File: config.mk
export PLATFORM = sky130hd
export DESIGN_NAME = indexed_pixel_packer_core
export DESIGN_NICKNAME = d
export VERILOG_FILES = /design/src/rtl/ipp_pkg.sv /design/src/rtl/ipp_pack.sv /design/src/rtl/ipp_out_reg.sv /design/src/rtl/indexed_pixel_packer_core.sv
export SDC_FILE = /design/constraint.sdc
export NUM_CORES = 1
export LEC_CHECK = 0
export ABC_CLOCK_PERIOD_IN_PS = 9630
export CAP_MARGIN = 20
export CORE_AREA = 2 2 73 75
export CTS_CLUSTER_SIZE = 16
export DETAILED_ROUTE_END_ITERATION = 8
export DIE_AREA = 0 0 75 77
export DONT_BUFFER_PORTS = 1
export GPL_TIMING_DRIVEN = 0
export PLACE_DENSITY = 0.84
export SLEW_MARGIN = 20
export SYNTH_ARGS = -nofsm -noshare
export SYNTH_HDL_FRONTEND = slang
export SYNTH_SLANG_ARGS = --single-unit
File: constraint.sdc
create_clock -name clk -period 9.63 [get_ports clk]
set_input_delay 1.926 -clock clk [delete_from_list [all_inputs] [get_ports clk]]
set_output_delay 1.926 -clock clk [all_outputs]
set_load 0.02 [all_outputs]
File: src/rtl/ipp_pkg.sv
// Shared types and constants for the indexed pixel packer.
package ipp_pkg;

  localparam int unsigned PIX_W    = 16;
  localparam int unsigned BYTE_W   = 8;
  localparam int unsigned COL_W    = 15;
  localparam int unsigned CFG_W    = 15;
  localparam int unsigned CFG_IDX_W = 1;

  // Register indexes on the configuration port.
  localparam logic [CFG_IDX_W-1:0] CFG_DEPTH_CODE = 1'd0;
  localparam logic [CFG_IDX_W-1:0] CFG_ROW_WIDTH  = 1'd1;

  localparam logic [COL_W-1:0] ROW_WIDTH_RST = 15'd1;

  // Bits per pixel.
  typedef enum logic [1:0] {
    DEPTH_1BPP = 2'd0,
    DEPTH_2BPP = 2'd1,
    DEPTH_4BPP = 2'd2,
    DEPTH_8BPP = 2'd3
  } depth_t;

  // Outcome of packing one pixel into the byte under construction.
  typedef struct packed {
    logic              emit;
    logic              row_end;
    logic [BYTE_W-1:0] out_byte;
    logic [BYTE_W-1:0] partial_nxt;
    logic [COL_W-1:0]  col_nxt;
  } pack_res_t;

endpackage

File: src/rtl/ipp_pack.sv
// Shift-or packing of one pixel into the current byte and row bookkeeping.
module ipp_pack (
  input  ipp_pkg::depth_t                  depth,
  input  logic [ipp_pkg::COL_W-1:0]        row_width,
  input  logic [ipp_pkg::COL_W-1:0]        col,
  input  logic [ipp_pkg::BYTE_W-1:0]       partial,
  input  logic [ipp_pkg::PIX_W-1:0]        pix,
  output ipp_pkg::pack_res_t               res
);
  import ipp_pkg::*;

  logic [2:0]        shift;
  logic [BYTE_W-1:0] pix8;
  logic              full;
  logic [BYTE_W-1:0] merged;
  logic [COL_W:0]    col_inc;
  logic              last;

  always_comb begin
    unique case (depth)
      DEPTH_1BPP: begin
        shift = 3'd7 - col[2:0];
        pix8  = {7'b0, pix[0]};
        full  = (col[2:0] == 3'd7);
      end
      DEPTH_2BPP: begin
        shift = 3'd6 - {col[1:0], 1'b0};
        pix8  = {6'b0, pix[1:0]};
        full  = (col[1:0] == 2'd3);
      end
      DEPTH_4BPP: begin
        shift = col[0] ? 3'd0 : 3'd4;
        pix8  = {4'b0, pix[3:0]};
        full  = col[0];
      end
      DEPTH_8BPP: begin
        shift = 3'd0;
        pix8  = pix[BYTE_W-1:0];
        full  = 1'b1;
      end
    endcase
  end

  assign merged  = partial | (pix8 << shift);
  // A zero or lowered row width still ends the row on this pixel.
  assign col_inc = {1'b0, col} + {{COL_W{1'b0}}, 1'b1};
  assign last    = (col_inc >= {1'b0, row_width});

  always_comb begin
    res.emit        = full | last;
    res.row_end     = last;
    res.out_byte    = merged;
    res.partial_nxt = (full | last) ? '0 : merged;
    res.col_nxt     = last ? '0 : col_inc[COL_W-1:0];
  end

endmodule

File: src/rtl/ipp_out_reg.sv
// Result register holding one packed byte until the consumer takes it.
module ipp_out_reg (
  input  logic                        clk,
  input  logic                        rst_n,
  input  logic                        load,
  input  logic [ipp_pkg::BYTE_W-1:0]  load_byte,
  input  logic                        load_row_end,
  input  logic                        out_ready,
  output logic                        free,
  output logic                        out_valid,
  output logic [ipp_pkg::BYTE_W-1:0]  out_packed_byte,
  output logic                        out_row_end
);
  import ipp_pkg::*;

  logic              valid_r, valid_nxt;
  logic [BYTE_W-1:0] byte_r;
  logic              row_end_r;

  assign free      = ~valid_r | out_ready;
  assign valid_nxt = load | (valid_r & ~out_ready);

  always_ff @(posedge clk) begin
    if (!rst_n) begin
      valid_r <= 1'b0;
    end else begin
      valid_r <= valid_nxt;
    end
  end

  always_ff @(posedge clk) begin
    if (load) begin
      byte_r    <= load_byte;
      row_end_r <= load_row_end;
    end
  end

  assign out_valid       = valid_r;
  assign out_packed_byte = byte_r;
  assign out_row_end     = row_end_r;

endmodule

File: src/rtl/indexed_pixel_packer_core.sv
// Indexed pixel packer: packs palette indices MSB-first into bytes, one pixel a cycle unless stalled.
//
// Each accepted word carries one palette index in raster order. It is masked to
// the configured depth (1, 2, 4 or 8 bits) and or-ed into the byte under
// construction, first pixel of a byte in its high bits. A byte goes out when its
// last slot fills or when the pixel ends its row; a row-end byte carries unused
// low slots as zero and has out_row_end set. The block takes one word every
// cycle unless stalled: a word is held in the input register, is packed by a
// single shift-or between that register and the result register, and shows on
// the output from the result register. A stalled result register stalls packing
// only when the pixel in hand would produce a byte; pixels that only fill a slot
// keep flowing. Write depth_code (index 0) and row_width (index 1) only while
// the block is idle; a write leaves the column position and partial byte as they
// are. After reset depth is 8 bits and the row width is one pixel.
module indexed_pixel_packer_core (
  input  logic                           clk,
  input  logic                           rst_n,
  input  logic                           in_valid,
  output logic                           in_ready,
  input  logic [ipp_pkg::PIX_W-1:0]      in_pixel_index,
  output logic                           out_valid,
  input  logic                           out_ready,
  output logic [ipp_pkg::BYTE_W-1:0]     out_packed_byte,
  output logic                           out_row_end,
  input  logic                           cfg_we,
  input  logic [ipp_pkg::CFG_IDX_W-1:0]  cfg_index,
  input  logic [ipp_pkg::CFG_W-1:0]      cfg_wdata
);
  import ipp_pkg::*;

  // Configuration registers.
  depth_t           depth_r;
  logic [COL_W-1:0] row_width_r;

  // Input register.
  logic             in_vld_r;
  logic [PIX_W-1:0] pix_r;

  // Packing state.
  logic [COL_W-1:0]  col_r;
  logic [BYTE_W-1:0] partial_r;

  pack_res_t res;
  logic      out_free;
  logic      advance;
  logic      in_fire;
  logic      in_vld_nxt;

  // Hold configuration; ignore indexes outside the register list.
  always_ff @(posedge clk) begin
    if (!rst_n) begin
      depth_r     <= DEPTH_8BPP;
      row_width_r <= ROW_WIDTH_RST;
    end else if (cfg_we) begin
      unique case (cfg_index)
        CFG_DEPTH_CODE: depth_r     <= depth_t'(cfg_wdata[1:0]);
        CFG_ROW_WIDTH:  row_width_r <= cfg_wdata[COL_W-1:0];
        default:        ;
      endcase
    end
  end

  // Advance the held pixel unless it makes a byte and the result register is stalled.
  assign advance    = in_vld_r & (~res.emit | out_free);
  assign in_ready   = ~in_vld_r | advance;
  assign in_fire    = in_valid & in_ready;
  assign in_vld_nxt = in_fire | (in_vld_r & ~advance);

  always_ff @(posedge clk) begin
    if (!rst_n) begin
      in_vld_r <= 1'b0;
    end else begin
      in_vld_r <= in_vld_nxt;
    end
  end

  always_ff @(posedge clk) begin
    if (in_fire) begin
      pix_r <= in_pixel_index;
    end
  end

  ipp_pack u_pack (
    .depth     (depth_r),
    .row_width (row_width_r),
    .col       (col_r),
    .partial   (partial_r),
    .pix       (pix_r),
    .res       (res)
  );

  // Update the column and partial byte once per packed pixel.
  always_ff @(posedge clk) begin
    if (!rst_n) begin
      col_r     <= '0;
      partial_r <= '0;
    end else if (advance) begin
      col_r     <= res.col_nxt;
      partial_r <= res.partial_nxt;
    end
  end

  ipp_out_reg u_out (
    .clk             (clk),
    .rst_n           (rst_n),
    .load            (advance & res.emit),
    .load_byte       (res.out_byte),
    .load_row_end    (res.row_end),
    .out_ready       (out_ready),
    .free            (out_free),
    .out_valid       (out_valid),
    .out_packed_byte (out_packed_byte),
    .out_row_end     (out_row_end)
  );

endmodule

; ---- Word-level counts from Yosys, hierarchy flattened
; Index checks and enable logic that the tools add are counted.
[classes]
n_addsub = 3
n_lt_le_gt_ge = 1
n_eq_ne = 5
n_shift = 1
mux = 6
bitwise_logic = 18
n_reduce_logical = 3
[ops]
columns = cell, count
row1 = 8-bit one-hot mux with 4 select lines, 1
row2 = "15-bit by 1-bit adder with 16-bit output, second input constant", 1
row3 = 16-bit by 15-bit >= comparator with 1-bit output, 1
row4 = 15-bit 2-to-1 mux, 1
row5 = 3-bit one-hot mux with 4 select lines, 1
row6 = 8-bit 2-to-1 mux, 1
row7 = 8-bit OR, 1
row8 = 8-bit by 3-bit left shift with 8-bit output, 1
row9 = "2-bit equality test, second input constant", 3
row10 = 1-bit inverter, 6
row11 = 1-bit OR, 6
row12 = "3-bit subtractor, first input constant", 2
row13 = 1-bit bitwise AND, 5
row14 = 1-bit one-hot mux with 4 select lines, 1
row15 = 2-bit AND reduction, 2
row16 = "3-bit equality test, second input constant", 1
row17 = 3-bit 2-to-1 mux, 1
row18 = "2-bit by 1-bit equality test with 1-bit output, second input constant", 1
row19 = 2-bit zero test, 1
[word_totals]
register_bits = 59
input_bits = 37
out_inout_bits = 11

; ---- Longest topological paths before layout
; Gate-level depths: netlist (run 1).
[logic_depth]
word_depth = 9
ltp_mapped = 14

; ---- Cells and area by module
; From an unflattened synthesis (run 1), not the netlist that was laid out.
[hier_totals]
hier_cells = 372
hier_area_um2 = 3550.9
[by_module_without_submodules]
columns = mod, instances, cells_per_inst, area_per_inst_um2, seq_area_each_um2
row1 = indexed_pixel_packer_core, 1, 197, 2108.3, 1301.2
row2 = ipp_pack, 1, 162, 1123.6, 0.0
row3 = ipp_out_reg, 1, 13, 319.1, 290.3

; ---- Worst setup path before layout (run 1)
; Ideal clock, no wire load.
[synth_timing]
path_kind = reg2out
from = reg col_r[1]
to = out in_ready
t_arrival_ps = 3145
path_slack_ps = 4559
path_stages_with_launch = 14
path_cell_list = dfxtp_1 > ha_1 > nand3_1 > nor3_1 > nand4_1 > xnor2_1 > ha_1 > and3_2 > nand2_1 > or4_1 > and2_4 > buf_6 > and3_4 > or2_1
[synth_between]
elab_chain_len = 7
word_cells_on_any_way = 10
[synth_rtl]
columns = element, line
row1 = start: declaration, indexed_pixel_packer_core.sv:40  ; logic [COL_W-1:0] col_r;
row2 = start signal: assignment, indexed_pixel_packer_core.sv:98  ; col_r <= res.col_nxt;
row3 = "15-bit by 1-bit adder with 16-bit output, or another cell as far along", ipp_pack.sv:46  ; assign col_inc = {1'b0, col} + {{COL_W{1'b0}}, 1'b1};
row4 = 16-bit by 15-bit >= comparator with 1-bit output / 1-bit one-hot mux with 4 select lines (equally long branches), "ipp_pack.sv:47, ipp_pack.sv:20"
row5 = 1-bit OR (*), ipp_pack.sv:50  ; res.emit = full | last;
row6 = 1-bit inverter (*), indexed_pixel_packer_core.sv:64  ; assign advance = in_vld_r & (~res.emit | out_free);
row7 = 1-bit OR (*), indexed_pixel_packer_core.sv:64
row8 = 1-bit bitwise AND (*), indexed_pixel_packer_core.sv:64
row9 = 1-bit OR (*), indexed_pixel_packer_core.sv:65  ; assign in_ready = ~in_vld_r | advance;
row10 = end: declaration, indexed_pixel_packer_core.sv:19  ; output logic in_ready,
; Mark *: on every way between the ends. The rest lies on a longest branch, timed or not.

; ---- Final worst setup path (run 1)
; Same ends and word-level chain as after synthesis.

==> results of run 1 <==
==> worst register-to-register path, stage by stage, from the launching register on <==
cell	delay, ns
dfxtp_1	0.49
ha_1	0.26
nand3_1	0.25
nor3_1	0.33
nand3_1	0.16
xnor2_1	0.18
ha_1	0.31
and3_2	0.20
nand2_1	0.05
or4_1	0.57
and2_4	0.20
buf_6	0.14
and3_4	0.19
nor2_1	0.61
==> flip-flops by register name, indices dropped and copies added (netlist names) <==
signal                 cells
in_vld_r                   1
partial_r                  8
u_out.out_row_end          1
col_r                     15
u_out.out_packed_byte      8
pix_r                      8
row_width_r               15
u_out.out_valid            1
depth_r                    2
==> worst max-delay path by stage <==
stage          startpoint  endpoint  cells past startpoint
3_5_place_dp     col_r[1]  in_ready                     13
5_1_grt          col_r[1]  in_ready                     13
4_1_cts          col_r[1]  in_ready                     13
3_3_place_gp     col_r[1]  in_ready                     13
6_report         col_r[1]  in_ready                     13
2_1_floorplan    col_r[1]  in_ready                     13
==> cell families (layout without fill, tap and decap cells) <==
logic type,Yosys count,in the layout,synth area share (%)
fa+ha+maj,17,17,6.71
flops,59,59,42.6
simple gates,130,130,21.4
mux,15,15,4.74
compound gates,66,66,14.4
xor+xnor,12,12,3.31
buf+inv,39,55,6.79
==> power groups by stage <==
stage	Clock, W	Sequential [W]	Combinational [W]
final	0.000250	0.000277	0.0000668
after floorplan	0	0.000280	0.0000519
after global placement	0	0.000282	0.0000634
after detailed placement	0	0.000282	0.0000659
after global routing	0.000263	0.000278	0.0000740
after CTS	0.000253	0.000277	0.0000666
==> cell usage after synthesis, types with 4 or more instances <==
cell type and n:
nand2_1 59, dfxtp_1 42, nand3_1 21, a21oi_1 20
inv_1 18, edfxtp_1 17, ha_1 17, mux2i_1 15
xnor2_1 11, o21ai_0 10, nand4_1 9, clkbuf_1 7
nand2b_1 6, nor2_1 6, buf_6 5, nor3_1 5
a32o_2 4, buf_4 4, o21a_1 4
==> through the flow <==
step / utilization [%] / std cells
floorplan: - / 338
global placement: 65.5 / 408
detailed placement: 65.5 / 408
CTS: 69.8 / 424
global route: 69.8 / 424
finish: 69.8 / 424
==> final cells by class <==
class | count | area (um2)
buffer | 19 | 126
clock buffer | 10 | 138
clock inverter | 6 | 78.8
fill | 385 | 1500
inverter | 20 | 88.8
multi-input combinational | 240 | 1600
sequential | 59 | 1350
tap | 70 | 87.6
==> per-layer routing <==
layer / vias up / GRT usage, % / part of all wire (%)
li1: 1229 / - / -
met1: 1182 / 29.8 / 41
met2: 62 / 42.1 / 53
met3: 12 / 5.65 / 3.9
met4: 0 / 13.8 / 2.1
met5: - / 0 / 0
==> impl_results.md, run 1 <==
- Cells after Synth: 338
- Critical path fanouts, max: 10
- Min Hold Slack: 0.454 ns
- Clk pwr share: 42.1%
- CP required: 7.70 ns
- RD Place Congestion: 0.892
- Kind of critical path: register to primary output
- Clock Latency Late Sink: 0.35 ns
- Layout cells sized above 1: 14.1%
- CTS Sinks: 59
- Root Buffer: clkbuf_8
- DIE AREA: 5780 um2
- DRC violations left: 0
- GRT Residual Overflow: 0
- Post-route minimum period: 5.91 ns
- R2r endpoint: u_out.out_row_end
- CP peak stage delay: 0.57 ns
- DR vias/cell: 5.86
- Distinct cells, synth: 57
- Routed wire length: 6690 um
- Cell Chain, Critical Path: ha_1 -> nand3_1 -> nor3_1 -> nand3_1 -> xnor2_1 -> ha_1 -> and3_2 -> nand2_1 -> or4_1 -> and2_4 -> buf_6 -> and3_4 -> or2_1
- Worst slew pin tran: 0.781 ns
- Die W: 75 um
- Hold path cells: 2
- Area share of the largest cell type after synthesis: 26.5%
- Ranking of synthesized cells by area: dfxtp_1 27%, edfxtp_1 16%, nand2_1 7.0%
- Post-synth top area cell: dfxtp_1
- Final hold violation count: 0
- Status: completed
- Worst Hold Launch: row_width_r[10]
- Tcrit/Tclk final: 61.4%
- DRT iter0 DRCs: 129
- Max Fclk: 169 MHz
- Mapped Nets: 392
- Total negative slack: 0 ns
- Design Power: 0.000594 W
- Final ANT Viol Nets: 0
- Maximum vdd ir drop: 0.109 mV
- Die height: 77 um
- Relative slew margins: 47.7%
- First-pass DRT Iterations: 5
- Hpwl dp: 4950 um
- Largest net degree at the start of global routing: 11
- Comb pwr share: 11.3%
- Sequential area share after synthesis: 42.6%
- Vias: 2485
- WL/cell: 15.8 um
- Hold_buf cts: 0
- Sequential power share: 46.6%
- Area grow syn2layout: 9.59%
- Cell area after layout: 3470 um2
- Reg2Reg Setup Slack: 5.33 ns
- Max clock buf depth: 2
- P_int: 0.000444 W
- P per Cell Area: 171 nW/um2
- CP Capture Type: primary output
- CTS tree: done
- Crit-path leading delay family: simple AND/OR/NAND/NOR gates
- Slowest stage cell, crit path: or4_1
- CTS H-tree lvls: 3
- Ports: 48
- Vias in the first global route: 2469
- R2r worst-path depth: 13
- Initial antenna violation count: 0
- Antenna cells: 0
- Final count of pins violating max slew: 0
- Startpoint types: register
- Hold Path Class: register to register
- Mean Syn Cell Area: 9.38 um2
- Core Rows: 26
- FF-to-FF Start: col_r[1]
- Gr usage total: 25.5%
- Area post-placement: 3260 um2
- Post-synth EDFFs: 17
- First-pass GRT wire length: 11100 um
- Final WS setup: 3.72 ns
- Sw frac: 25.2%
- Number of synthesized register bits: 59
- # resized after CTS: 0
- # nets final: 403
- Setup violators final: 0
- Commonest non-fill, non-tap cell in the layout: nand2_1
- Max cap viols: 0
- Post-place setup slack: 4.15 ns
- Most frequent cells in the layout: 59 x nand2_1, 42 x dfxtp_1, 21 x nand3_1
- CP arrival: 3.99 ns
- Floorplan core area: 4980 um2
- Initial core utilization: 63.7%
- Leakage: 1.38 nW
- RSZ-0062 raised after global routing: false
- Switch Pwr: 0.000149 W
- Worst Path Buf+Inv: 1
- Warnings, synthesis: 0
- Setup Buffers After CTS: 0
- Synth async-reset ratio: 0%
- Clock transition at the registers of the reported paths: 0.07 ns
- Synth Cell Area: 3170 um2
- Port buffer count: 0
- Post-synth top flop: dfxtp_1
- Hold path endpoint: row_width_r[10]
- Num CTS Buffers: 9
- Final setup skew: 0.00453 ns
Power figures use the tool's default switching activity.
==> inputs of run 2 (changes only) <==
--- a/config.mk
+++ b/config.mk
@@ -5,15 +5,15 @@
 export SDC_FILE = /design/constraint.sdc
 export NUM_CORES = 1
 export LEC_CHECK = 0
-export ABC_CLOCK_PERIOD_IN_PS = 9630
+export ABC_CLOCK_PERIOD_IN_PS = 5200
 export CAP_MARGIN = 20
-export CORE_AREA = 2 2 73 75
+export CORE_AREA = 2 2 78 80
 export CTS_CLUSTER_SIZE = 16
 export DETAILED_ROUTE_END_ITERATION = 8
-export DIE_AREA = 0 0 75 77
+export DIE_AREA = 0 0 80 82
 export DONT_BUFFER_PORTS = 1
 export GPL_TIMING_DRIVEN = 0
-export PLACE_DENSITY = 0.84
+export PLACE_DENSITY = 0.78
 export SLEW_MARGIN = 20
 export SYNTH_ARGS = -nofsm -noshare
 export SYNTH_HDL_FRONTEND = slang
==> constraint.sdc (replaced) <==
create_clock -name clk -period 5.2 [get_ports clk]
set_input_delay 1.04 -clock clk [delete_from_list [all_inputs] [get_ports clk]]
set_output_delay 1.04 -clock clk [all_outputs]
set_load 0.02 [all_outputs]
==> run 2 against run 1 <==
Compared with the run above: total power rose by 78%; critical endpoint unchanged; core utilization fell by 9.4 points; highest routed layer unchanged; register-to-register slack got worse by 4.4 ns.
==> impl_results.md, run 2 (synthesis results as in run 1) <==
- Floorplan core area: 5750 um2
- Status: completed
- Core Rows: 28
- Placed cell count: 413
- Die height: 82 um
- Total negative slack: 0 ns
- CTS H-tree lvls: 3
- P_int: 0.000767 W
- Tcrit/Tclk final: 94.8%
- Max clock buf depth: 2
- Worst Hold Launch: row_width_r[7]
- Min Hold Slack: 0.456 ns
- Cell Chain, Critical Path: ha_1 -> nand3_1 -> nor3_2 -> nand3_1 -> xnor2_1 -> ha_1 -> and3_2 -> nand2_1 -> or4_1 -> and2_4 -> buf_6 -> and3_4 -> or2_1
- Layout cells sized above 1: 14.7%
- Setup violators final: 0
- Final core occ: 60.4%
- Comb pwr share: 11.5%
- Startpoint types: register
- Clock transition at the registers of the reported paths: 0.07 ns
- Clk pwr share: 40.1%
- CP required: 4.16 ns
- DRT iter0 DRCs: 124
- Initial core utilization: 55.2%
- Kind of critical path: register to primary output
- Num CTS Buffers: 9
- Crit. Startpoint: col_r[1]
- DIE AREA: 6560 um2
- # nets final: 403
- Final WS setup: 0.273 ns
- Hold Path Class: register to register
- Worst slew pin tran: 0.805 ns
- Final setup skew: 0.00767 ns
- Antenna cells: 0
- Ports: 48
- Critical path fanouts, max: 10
- CP arrival: 3.89 ns
- Post-place setup slack: 0.522 ns
- Routed wire length: 6400 um
- Root Buffer: clkbuf_8
- Largest net degree at the start of global routing: 13
- Vias: 2481
- Commonest non-fill, non-tap cell in the layout: nand2_1
- CP peak stage delay: 0.55 ns
- Max cap viols: 0
- Crit-path leading delay family: simple AND/OR/NAND/NOR gates
- CTS Sinks: 59
- RSZ-0062 raised after global routing: false
- Leakage: 1.37 nW
- Initial antenna violation count: 0
- Maximum vdd ir drop: 0.227 mV
- Area grow syn2layout: 9.47%
- Final std cells w/o fill: 429
- Setup Buffers After CTS: 0
- Switch Pwr: 0.000290 W
- Hpwl dp: 4800 um
- Final ANT Viol Nets: 0
- DRC violations left: 0
- Worst Path Buf+Inv: 1
- Port buffer count: 0
- Sw frac: 27.4%
- Vias in the first global route: 2363
- P per Cell Area: 305 nW/um2
- DR vias/cell: 5.78
- Die W: 80 um
- Relative slew margins: 46.1%
- Fillers: 509
- Slowest stage cell, crit path: or4_1
- Max Fclk: 203 MHz
- Gr usage total: 21.2%
- CP Capture Type: primary output
- GRT Residual Overflow: 0
- First-pass DRT Iterations: 4
- Post-route minimum period: 4.93 ns
- Final count of pins violating max slew: 0
- Biggest regs: col_r x15, row_width_r x15
- Final hold violation count: 0
- Clock Latency Late Sink: 0.35 ns
- FF-to-FF Start: col_r[1]
- Sequential power share: 48.5%
- First-pass GRT wire length: 10600 um
- WL/cell: 14.9 um
- CTS tree: done
- RD Place Congestion: 0.821
- Most frequent cells in the layout: 59 x nand2_1, 42 x dfxtp_1, 21 x nand3_1
## run 2: layer usage
metal	up-vias	part of all wire [%]	wire length (um)	GRT usage, %
li1	1224	-	-	-
met1	1188	42	2710	23.2
met2	54	52	3330	38.8
met3	15	3.6	233	6.48
met4	0	2.0	126	6.95
met5	-	0	0	0
## run 2: path summary, 6_finish.rpt
path                                            endpoint  slack, ns  depth (start not counted)
worst max-delay path                            in_ready       0.27                         13
worst min register to register            row_width_r[7]       0.46                          2
worst max register to register  u_out.out_packed_byte[6]       0.97                         13
worst min-delay path                      row_width_r[7]       0.46                          2
## run 2: area by class of cell
| cell class | instances | area [um2] | area share, % |
|---|---|---|---|
| plain buffers | 19 | 126 | 3.64 |
| clock buffers | 9 | 124 | 3.57 |
| inverters | 20 | 88.8 | 2.56 |
| well taps | 75 | 93.8 | 2.70 |
| clock inverters | 7 | 77.6 | 2.24 |
| flip-flops and latches | 59 | 1350 | 38.9 |
| multi-input cells | 240 | 1610 | 46.4 |
## run 2: worst reg2reg max path, stage by stage, from the launching register on
cell and delay, ns:
dfxtp_1 0.49, ha_1 0.27, nand3_1 0.24, nor3_2 0.27, nand3_1 0.14, xnor2_1 0.19
ha_1 0.31, and3_2 0.19, nand2_1 0.05, or4_1 0.55, and2_4 0.20, buf_6 0.14
and3_4 0.19, nor2_1 0.63
## run 2: power by group through the flow
stage               clock network, W  registers [W]   logic, W
floorplan                          0       0.000519  0.0000961
global placement                   0       0.000522   0.000118
detailed placement                 0       0.000523   0.000121
CTS                         0.000427       0.000513   0.000121
global route                0.000446       0.000514   0.000136
finish                      0.000424       0.000512   0.000121
## run 2: repair_timing
action                                  CTS  global route
gates resized for setup                   0             1
endpoints found under the setup margin    0             1
hold buffers                              0             0
## run 2: metrics by stage
step / area (um2) / power, W
floorplan: 3170 / 0.000615
global placement: 3260 / 0.000640
detailed placement: 3260 / 0.000643
CTS: 3470 / 0.00106
global route: 3470 / 0.00110
finish: 3470 / 0.00106
